[config.mk]
export PLATFORM = sky130hd
export DESIGN_NAME = keyed_wait_wake_table_top
export DESIGN_NICKNAME = d
export VERILOG_FILES = /design/src/design/kww_pkg.sv /design/src/design/kww_ram.sv /design/src/design/keyed_wait_wake_table_top.sv
export SDC_FILE = /design/constraint.sdc
export NUM_CORES = 2
export LEC_CHECK = 0
export ABC_AREA = 0
export CAP_MARGIN = 0
export CORE_UTILIZATION = 57
export CTS_CLUSTER_DIAMETER = 80
export DETAILED_ROUTE_END_ITERATION = 12
export DONT_BUFFER_PORTS = 1
export GPL_ROUTABILITY_DRIVEN = 1
export PLACE_DENSITY = 0.76
export SLEW_MARGIN = 20
export SYNTH_ARGS = -nofsm -noshare
export SYNTH_HDL_FRONTEND = slang
export SYNTH_SLANG_ARGS = --single-unit
[constraint.sdc]
create_clock -name clock -period 7.9 [get_ports clock]
set_clock_uncertainty 0.2 [all_clocks]
set_input_delay 1.185 -clock clock [delete_from_list [all_inputs] [get_ports clock]]
set_output_delay 1.185 -clock clock [all_outputs]
set_load 0.02 [all_outputs]
[src/design/kww_pkg.sv]
// Shared constants, status and action codes for the keyed wait/wake table.
// No dependencies.
package kww_pkg;

   localparam int ENTRIES_DEF          = 16;
   localparam int WAITERS_PER_ENTRY_DEF = 4;
   localparam int KEY_BITS_DEF         = 48;
   localparam int WAITER_ID_BITS_DEF   = 12;

   localparam int GEN_BITS = 32;

   localparam logic [2:0] ST_DONE    = 3'd0;
   localparam logic [2:0] ST_PARKED  = 3'd1;
   localparam logic [2:0] ST_BADKEY  = 3'd2;
   localparam logic [2:0] ST_NOSPACE = 3'd3;
   localparam logic [2:0] ST_WOKEN   = 3'd4;

   localparam logic [1:0] ACT_WAIT   = 2'd0;
   localparam logic [1:0] ACT_WAKE   = 2'd1;
   localparam logic [1:0] ACT_FINISH = 2'd2;
   localparam logic [1:0] ACT_NONE   = 2'd3;

endpackage

[src/design/kww_ram.sv]
// Generic single-write, single-read RAM with registered read data.
// No dependencies.
module kww_ram #(
   parameter int WIDTH = 8,
   parameter int DEPTH = 16,
   localparam int AW = (DEPTH > 1) ? $clog2(DEPTH) : 1
) (
   input  logic             clock,
   input  logic             wr_en,
   input  logic [AW-1:0]    wr_addr,
   input  logic [WIDTH-1:0] wr_data,
   input  logic [AW-1:0]    rd_addr,
   output logic [WIDTH-1:0] rd_data
);

   logic [WIDTH-1:0] mem [DEPTH];

   always_ff @(posedge clock) begin
      if (wr_en) begin
         mem[wr_addr] <= wr_data;
      end
      rd_data <= mem[rd_addr];
   end

endmodule

[src/design/keyed_wait_wake_table_top.sv]
// Keyed wait/wake table: key search, credit/generation logic, waiter FIFOs.
// Depends on kww_pkg and kww_ram.
//
//  channel  dir  handshake          payload
//  req_     in   req_valid/ready    action, key, mode, expected, waiter, wake_limit
//  rsp_     out  rsp_valid/ready    status, woken_waiter, last
//
// One item at a time. The key search walks the entry RAM, reading and then
// comparing each entry in turn; after the decision state, a wake or finish
// walks the entry's waiter FIFO, with one read and one check per parked
// waiter, before the write-back. Items with key zero, action three or a wait
// with waiter zero skip the search and go straight to the response.
// Reset is synchronous and clears only control state and the in-use bits.
// A stalled rsp_ beat holds the sequencer wherever it next needs the output.
module keyed_wait_wake_table_top
   import kww_pkg::*;
#(
   parameter int ENTRIES           = ENTRIES_DEF,
   parameter int WAITERS_PER_ENTRY = WAITERS_PER_ENTRY_DEF,
   parameter int KEY_BITS          = KEY_BITS_DEF,
   parameter int WAITER_ID_BITS    = WAITER_ID_BITS_DEF
) (
   input  logic                      clock,
   input  logic                      reset,
   input  logic                      req_valid,
   output logic                      req_ready,
   input  logic [1:0]                req_action,
   input  logic [KEY_BITS-1:0]       req_key,
   input  logic                      req_mode,
   input  logic [GEN_BITS-1:0]       req_expected,
   input  logic [WAITER_ID_BITS-1:0] req_waiter,
   input  logic [2:0]                req_wake_limit,
   output logic                      rsp_valid,
   input  logic                      rsp_ready,
   output logic [2:0]                rsp_status,
   output logic [WAITER_ID_BITS-1:0] rsp_woken_waiter,
   output logic                      rsp_last
);

   localparam int EB = $clog2(ENTRIES);
   localparam int CW = $clog2(WAITERS_PER_ENTRY + 1);
   localparam int FD = ENTRIES * WAITERS_PER_ENTRY;
   localparam int FA = (FD > 1) ? $clog2(FD) : 1;
   localparam int EW = KEY_BITS + 1 + GEN_BITS + CW;

   typedef enum logic [2:0] {
      S_IDLE, S_SCAN_RD, S_SCAN_CHK, S_DECIDE, S_FIFO_RD, S_FIFO_CHK, S_FINAL, S_EMIT
   } state_type;

   state_type state_ff, state_in;
   logic [1:0]                act_ff, act_in;
   logic [KEY_BITS-1:0]       key_ff, key_in;
   logic                      mode_ff, mode_in;
   logic [GEN_BITS-1:0]       exp_ff, exp_in;
   logic [WAITER_ID_BITS-1:0] wid_ff, wid_in;
   logic [2:0]                lim_ff, lim_in;
   logic [EB:0]               scan_ff, scan_in;
   logic                      found_ff, found_in;
   logic                      free_ok_ff, free_ok_in;
   logic [EB-1:0]             free_ff, free_in;
   logic [EB-1:0]             e_ff, e_in;
   logic                      credit_ff, credit_in;
   logic [GEN_BITS-1:0]       gen_ff, gen_in;
   logic [CW-1:0]             cnt_ff, cnt_in;
   logic [CW-1:0]             k_ff, k_in;
   logic [CW-1:0]             j_ff, j_in;
   logic                      matched_ff, matched_in;
   logic                      tail_ff, tail_in;
   logic [2:0]                tail_st_ff, tail_st_in;
   logic                      used_ff [ENTRIES];
   logic                      used_in [ENTRIES];
   logic                      rsp_valid_ff, rsp_valid_in;
   logic [2:0]                rsp_status_ff, rsp_status_in;
   logic [WAITER_ID_BITS-1:0] rsp_wid_ff, rsp_wid_in;
   logic                      rsp_last_ff, rsp_last_in;

   // entry RAM: {key, credit, generation, waiter count}
   logic          ent_we;
   logic [EW-1:0] ent_wdata, ent_rdata;
   logic [WAITER_ID_BITS-1:0] fifo_wdata, fifo_rdata;
   logic          fifo_we;
   logic [FA-1:0] fifo_waddr, fifo_raddr;

   logic [KEY_BITS-1:0] rd_key;
   logic                rd_credit;
   logic [GEN_BITS-1:0] rd_gen;
   logic [CW-1:0]       rd_cnt;
   logic                slot_free;
   logic [EB-1:0]       scan_idx;
   logic [EB-1:0]       e_sel;
   logic [CW-1:0]       maxn;
   logic                last_j;
   logic                match_now;

   assign {rd_key, rd_credit, rd_gen, rd_cnt} = ent_rdata;
   assign slot_free = !rsp_valid_ff || rsp_ready;
   assign scan_idx  = scan_ff[EB-1:0];
   assign ent_wdata = {key_ff, credit_ff, gen_ff, cnt_ff};
   assign fifo_raddr = FA'(int'(e_ff) * WAITERS_PER_ENTRY + int'(j_ff));
   assign last_j    = (j_ff == cnt_ff - CW'(1));
   assign match_now = !matched_ff && (fifo_rdata == wid_ff);

   always_comb begin
      if (lim_ff == 3'd0 || 32'(lim_ff) > WAITERS_PER_ENTRY) begin
         maxn = CW'(WAITERS_PER_ENTRY);
      end else begin
         maxn = CW'(lim_ff);
      end
   end

   kww_ram #(.WIDTH(EW), .DEPTH(ENTRIES)) u_ent_ram (
      .clock   (clock),
      .wr_en   (ent_we),
      .wr_addr (e_ff),
      .wr_data (ent_wdata),
      .rd_addr (scan_idx),
      .rd_data (ent_rdata)
   );

   kww_ram #(.WIDTH(WAITER_ID_BITS), .DEPTH(FD)) u_fifo_ram (
      .clock   (clock),
      .wr_en   (fifo_we),
      .wr_addr (fifo_waddr),
      .wr_data (fifo_wdata),
      .rd_addr (fifo_raddr),
      .rd_data (fifo_rdata)
   );

   always_comb begin
      state_in    = state_ff;
      act_in      = act_ff;
      key_in      = key_ff;
      mode_in     = mode_ff;
      exp_in      = exp_ff;
      wid_in      = wid_ff;
      lim_in      = lim_ff;
      scan_in     = scan_ff;
      found_in    = found_ff;
      free_ok_in  = free_ok_ff;
      free_in     = free_ff;
      e_in        = e_ff;
      credit_in   = credit_ff;
      gen_in      = gen_ff;
      cnt_in      = cnt_ff;
      k_in        = k_ff;
      j_in        = j_ff;
      matched_in  = matched_ff;
      tail_in     = tail_ff;
      tail_st_in  = tail_st_ff;
      used_in     = used_ff;
      rsp_valid_in  = rsp_valid_ff && !rsp_ready;
      rsp_status_in = rsp_status_ff;
      rsp_wid_in    = rsp_wid_ff;
      rsp_last_in   = rsp_last_ff;
      ent_we      = 1'b0;
      fifo_we     = 1'b0;
      fifo_waddr  = fifo_raddr;
      fifo_wdata  = fifo_rdata;
      e_sel       = found_ff ? e_ff : free_ff;

      case (state_ff)
         S_IDLE: begin
            if (req_valid) begin
               act_in     = req_action;
               key_in     = req_key;
               mode_in    = req_mode;
               exp_in     = req_expected;
               wid_in     = req_waiter;
               lim_in     = req_wake_limit;
               scan_in    = '0;
               found_in   = 1'b0;
               free_ok_in = 1'b0;
               matched_in = 1'b0;
               j_in       = '0;
               if (req_action == ACT_NONE) begin
                  tail_st_in = ST_DONE;
                  state_in   = S_EMIT;
               end else if (req_key == '0) begin
                  tail_st_in = ST_BADKEY;
                  state_in   = S_EMIT;
               end else if (req_action == ACT_WAIT && req_waiter == '0) begin
                  tail_st_in = ST_NOSPACE;
                  state_in   = S_EMIT;
               end else begin
                  state_in = S_SCAN_RD;
               end
            end
         end
         S_SCAN_RD: begin
            state_in = S_SCAN_CHK;
         end
         S_SCAN_CHK: begin
            if (used_ff[scan_idx] && rd_key == key_ff) begin
               found_in  = 1'b1;
               e_in      = scan_idx;
               credit_in = rd_credit;
               gen_in    = rd_gen;
               cnt_in    = rd_cnt;
               state_in  = S_DECIDE;
            end else begin
               if (!used_ff[scan_idx] && !free_ok_ff) begin
                  free_ok_in = 1'b1;
                  free_in    = scan_idx;
               end
               if (scan_ff == (EB+1)'(ENTRIES - 1)) begin
                  state_in = S_DECIDE;
               end else begin
                  scan_in  = scan_ff + (EB+1)'(1);
                  state_in = S_SCAN_RD;
               end
            end
         end
         S_DECIDE: begin
            e_in    = e_sel;
            tail_in = 1'b1;
            j_in    = '0;
            case (act_ff)
               ACT_WAIT: begin
                  if (mode_ff && found_ff && gen_ff != exp_ff) begin
                     tail_st_in = ST_DONE;
                     state_in   = S_FINAL;
                  end else if (mode_ff && !found_ff && exp_ff != '0) begin
                     tail_st_in = ST_DONE;
                     state_in   = S_EMIT;
                  end else if (!mode_ff && found_ff && credit_ff) begin
                     credit_in  = 1'b0;
                     tail_st_in = ST_DONE;
                     state_in   = S_FINAL;
                  end else if (!found_ff && !free_ok_ff) begin
                     tail_st_in = ST_NOSPACE;
                     state_in   = S_EMIT;
                  end else if (found_ff && 32'(cnt_ff) >= WAITERS_PER_ENTRY) begin
                     tail_st_in = ST_NOSPACE;
                     state_in   = S_FINAL;
                  end else begin
                     // park: fresh entry starts empty with no credit
                     fifo_we    = 1'b1;
                     fifo_waddr = FA'(int'(e_sel) * WAITERS_PER_ENTRY
                                      + int'(found_ff ? cnt_ff : CW'(0)));
                     fifo_wdata = wid_ff;
                     if (!found_ff) begin
                        credit_in = 1'b0;
                        gen_in    = '0;
                        cnt_in    = CW'(1);
                     end else begin
                        cnt_in = cnt_ff + CW'(1);
                     end
                     tail_st_in = ST_PARKED;
                     state_in   = S_FINAL;
                  end
               end
               ACT_WAKE: begin
                  tail_st_in = ST_DONE;
                  if (found_ff) begin
                     gen_in = gen_ff + GEN_BITS'(1);
                     k_in   = (cnt_ff < maxn) ? cnt_ff : maxn;
                     if (cnt_ff < maxn && !mode_ff) begin
                        credit_in = 1'b1;
                     end
                     if (cnt_ff != '0) begin
                        tail_in  = 1'b0;
                        state_in = S_FIFO_RD;
                     end else begin
                        state_in = S_FINAL;
                     end
                  end else if (mode_ff) begin
                     state_in = S_EMIT;
                  end else if (!free_ok_ff) begin
                     tail_st_in = ST_NOSPACE;
                     state_in   = S_EMIT;
                  end else begin
                     gen_in    = GEN_BITS'(1);
                     credit_in = 1'b1;
                     cnt_in    = '0;
                     state_in  = S_FINAL;
                  end
               end
               default: begin
                  // finish
                  tail_st_in = ST_DONE;
                  if (!found_ff) begin
                     state_in = S_EMIT;
                  end else if (cnt_ff != '0) begin
                     state_in = S_FIFO_RD;
                  end else begin
                     state_in = S_FINAL;
                  end
               end
            endcase
         end
         S_FIFO_RD: begin
            state_in = S_FIFO_CHK;
         end
         S_FIFO_CHK: begin
            if (act_ff == ACT_WAKE) begin
               if (j_ff < k_ff) begin
                  if (slot_free) begin
                     rsp_valid_in  = 1'b1;
                     rsp_status_in = ST_WOKEN;
                     rsp_wid_in    = fifo_rdata;
                     rsp_last_in   = (j_ff == k_ff - CW'(1));
                     j_in          = j_ff + CW'(1);
                  end
               end else begin
                  fifo_we    = 1'b1;
                  fifo_waddr = FA'(int'(e_ff) * WAITERS_PER_ENTRY + int'(j_ff - k_ff));
                  j_in       = j_ff + CW'(1);
               end
            end else begin
               if (matched_ff) begin
                  fifo_we    = 1'b1;
                  fifo_waddr = FA'(int'(e_ff) * WAITERS_PER_ENTRY + int'(j_ff) - 1);
               end
               if (match_now) begin
                  matched_in = 1'b1;
               end
               j_in = j_ff + CW'(1);
            end
            if (j_in != j_ff) begin
               if (last_j) begin
                  if (act_ff == ACT_WAKE) begin
                     cnt_in = cnt_ff - k_ff;
                  end else if (matched_ff || match_now) begin
                     cnt_in = cnt_ff - CW'(1);
                  end
                  state_in = S_FINAL;
               end else begin
                  state_in = S_FIFO_RD;
               end
            end
         end
         S_FINAL: begin
            ent_we        = 1'b1;
            used_in[e_ff] = !(cnt_ff == '0 && !credit_ff);
            state_in      = tail_ff ? S_EMIT : S_IDLE;
         end
         S_EMIT: begin
            if (slot_free) begin
               rsp_valid_in  = 1'b1;
               rsp_status_in = tail_st_ff;
               rsp_wid_in    = '0;
               rsp_last_in   = 1'b1;
               state_in      = S_IDLE;
            end
         end
         default: begin
            state_in = S_IDLE;
         end
      endcase
   end

   always_ff @(posedge clock) begin
      if (reset) begin
         state_ff     <= S_IDLE;
         rsp_valid_ff <= 1'b0;
         for (int i = 0; i < ENTRIES; i++) begin
            used_ff[i] <= 1'b0;
         end
      end else begin
         state_ff     <= state_in;
         rsp_valid_ff <= rsp_valid_in;
         used_ff      <= used_in;
      end
      act_ff        <= act_in;
      key_ff        <= key_in;
      mode_ff       <= mode_in;
      exp_ff        <= exp_in;
      wid_ff        <= wid_in;
      lim_ff        <= lim_in;
      scan_ff       <= scan_in;
      found_ff      <= found_in;
      free_ok_ff    <= free_ok_in;
      free_ff       <= free_in;
      e_ff          <= e_in;
      credit_ff     <= credit_in;
      gen_ff        <= gen_in;
      cnt_ff        <= cnt_in;
      k_ff          <= k_in;
      j_ff          <= j_in;
      matched_ff    <= matched_in;
      tail_ff       <= tail_in;
      tail_st_ff    <= tail_st_in;
      rsp_status_ff <= rsp_status_in;
      rsp_wid_ff    <= rsp_wid_in;
      rsp_last_ff   <= rsp_last_in;
   end

   assign req_ready        = (state_ff == S_IDLE);
   assign rsp_valid        = rsp_valid_ff;
   assign rsp_status       = rsp_status_ff;
   assign rsp_woken_waiter = rsp_wid_ff;
   assign rsp_last         = rsp_last_ff;

`ifndef ASSERT_OFF
   a_wid_only_woken: assert property (@(posedge clock) disable iff (reset)
      rsp_valid && rsp_status != ST_WOKEN |-> rsp_woken_waiter == '0)
      else $error("woken id on a non-wake beat");
   a_busy_after_accept: assert property (@(posedge clock) disable iff (reset)
      req_valid && req_ready |=> !req_ready)
      else $error("accepted a second item while busy");
   a_park_is_last: assert property (@(posedge clock) disable iff (reset)
      rsp_valid && rsp_status != ST_WOKEN |-> rsp_last)
      else $error("single-result status without last");
   a_fifo_index: assert property (@(posedge clock) disable iff (reset)
      state_ff == S_FIFO_CHK |-> j_ff < cnt_ff)
      else $error("FIFO walk ran past the waiter count");
`endif

endmodule
==> impl_results.md <==
* Max Buffers Root-to-Sink at 3
* Final worst path period need at 5.87 ns
* Max-slew violation count at 0
* Outcome: finished, final reports clean
* Slowest stage delay, CP at 1.08 ns
* Resize count post-CTS at 0
* Top_reg_cell synth: edfxtp_1
* Area leader, netlist: edfxtp_1
* Vias per cell at 6.64
* Slew of the pin with the lowest slew margin at 1.20 ns
* Worst-path fanout max at 15
* Commonest non-fill, non-tap cells in the layout: 2,287 x edfxtp_1, 677 x mux4_2, 225 x clkbuf_16
* Initial detailed-routing violation count at 5,876
* Final hold violations at 0
* Worst min path class: input pin to register
* Vias in the first global route at 43,700
* Leakage Power at 0.0316 uW
* Core Util, Final at 63.9%
* Setup TNS at 0 ns
* Largest net degree at the start of global routing at 116
* Post-CTS Setup Bufs at 0
* Setup-failing EPs final at 0
* Clk slew on worst S/H paths at 0.07 ns
* Slew margin rel. at 19.4%
* Yosys warnings at 0
* Clock latency at the later pin of the worst-skew pair at 0.87 ns
* CP dominant cell by count: nand4_1
* Gr ovfl total at 0
* Nets at 4,298
* Mapped Area at 0.0920 mm^2
* GRT Util Overall at 26.5%
* Cts hold-fix bufs at 0
* Peak Freq at 0.170 GHz
* Reg2Reg Depth at 8
* Fill cells at 10,100
* Commonest non-fill, non-tap cell in the layout: edfxtp_1
* Mapped Avg Cell Area at 22.7 um^2
* DR vias at 43,400
* Mapped Cells at 4,052
* Cell variety after synth at 73
* Mapped Nets at 4,181
* Dominant cells by area after synthesis: edfxtp_1 75%, mux4_2 17%, dfxtp_1 2.5%, xor2_1 0.69%, xnor2_1 0.68%
* CTS Sinks at 2,403
* Die height at 404 um
* I/O pin count at 120
* TritonRoute pass-1 iters at 6
* Port Buffers at 0
* # rows at 147
* Die area at 0.163 mm^2
* H-Tree Depth at 4
* Initial antenna violation count at 15
* Critical Path, Cell by Cell: nor4_1, nand4_1, o211ai_1, nand2_1, nor3_4, mux2i_1, nand4_1, nor2_1
* MaxCap Viol Count at 0
* Flop and latch count out of synthesis at 2,403
* Sequential-to-total area share from yosys stat at 77.1%
* Crit Path Category: register to register
* CTS tree: built
* Number of flops mapped to enable cells by yosys at 2,287
* WHS Path Cells at 0
* Initial Utilization at 57.4%
* Num CTS Buffers at 225
* Drt total wl at 213 mm
* Power Dens Cells at 315 mW/mm^2
* Post-DP HPWL at 113 mm
* Ys async rst share at 0%
* Crit path DAT at 6.14 ns
* Slowest CP cell: nor2_1
* Die X-Extent at 404 um
* Antenna-violating nets left at 0
* Core ar. at 0.160 mm^2
* Period utilization at 74.3%
* RSZ-0062 raised after global routing: no
* Layout cells sized above 1 at 27.3%
* First-pass GRT wire length at 309 mm
* DRC at 0
* Final Wtd Congestion at 0.885
* WL/cell at 32.6 um
* VDD IR max at 355 uV
* Endpoint type of the worst setup path: register
* CP Launch Type: register
* Critical Path RT at 8.16 ns
* CTS root buf: clkbuf_16
* Cell area after layout at 0.102 mm^2
* Yosys top cell area share at 74.6%
* Layout area overhead at 11.3%
* Placed cell area at 0.0948 mm^2
* Design Power at 32,300 uW
==> critical path: cells and delay by family (launching register included) <==
family	cells	cell delay (ns)
AO/OA/AOI/OAI	1	0.73
flip-flops	1	0.43
multiplexers	1	0.53
AND/OR/NAND/NOR	6	3.54
==> routing by layer <==
metal	up-vias	global-route usage, %	part of all wire [%]
met1	23100	36.5	37
met4	12	7.40	2.8
met2	2600	42.9	50
met3	366	6.17	10
met5	-	0	0.038
li1	17300	-	-
==> power by group <==
group | total, uW | leakage [uW] | internal, uW | switching (uW)
logic | 5650 | 0.00640 | 2450 | 3200
clock network | 10900 | 0.00366 | 6150 | 4740
registers | 15700 | 0.0216 | 15200 | 498
total | 32300 | 0.0316 | 23800 | 8430
==> cell type report <==
type	instances	area (um^2)	share of cell area [%]
inverters	23	91.3	0.0892
flip-flops and latches	2403	71000	69.3
well taps	2160	2700	2.64
multi-input cells	1438	20400	19.9
diodes	13	32.5	0.0318
clock inverters	116	1400	1.37
repair buffers	78	706	0.689
clock buffers	304	6110	5.96
==> cells by family (layout without fill, tap and decap cells) <==
family          after synthesis  in the layout  share of synthesized area, %
compound gates              120            120                         0.893
xor+xnor                    145            145                          1.39
fa+ha+maj                    27             27                         0.400
buf+inv                     211            521                         0.953
flops                      2403           2403                          77.1
mux                         689            689                          16.7
other cells                   0             13                             0
simple gates                457            457                          2.51
==> stage by stage <==
step / hold WS, ns / cells / worst slack (ns)
6_report: 0.196 / 6535 / 2.03
5_1_grt: 0.156 / 6527 / 1.79
4_1_cts: 0.139 / 6521 / 2.11
3_5_place_dp: 0.290 / 6101 / 2.19
3_3_place_gp: 0.270 / 6101 / 2.37
2_1_floorplan: 0.224 / 4052 / 0.139
==> final timing paths <==
kind	slack, ns	start	endpoint
setup / recovery	2.03	exp_ff[25]	u_fifo_ram.mem[7][11]
hold / removal	0.20	req_key[29]	key_ff[29]
setup reg to reg	2.03	exp_ff[25]	u_fifo_ram.mem[7][11]
hold reg to reg	0.29	u_ent_ram.rd_data[7]	gen_ff[4]
==> registers in the layout, summed over array words and instances (netlist names), 16 cells and up <==
signal             count
u_ent_ram.rd_data     84
exp_ff                32
u_ent_ram.mem       1344
gen_ff                32
u_fifo_ram.mem       768
used_ff               16
key_ff                48
==> cells in the mapped netlist (all sizes together), types with 15 or more instances <==
cell type	instances
a21oi	16
and2	18
buf	74
clkbuf	114
dfxtp	116
edfxtp	2287
ha	23
inv	23
mux4	677
nand2	120
nand2b	15
nand3	27
nand4	28
nor2	130
nor3	39
nor4	41
o21ai	52
xnor2	71
xor2	74
(Power assumes the default switching activity.)
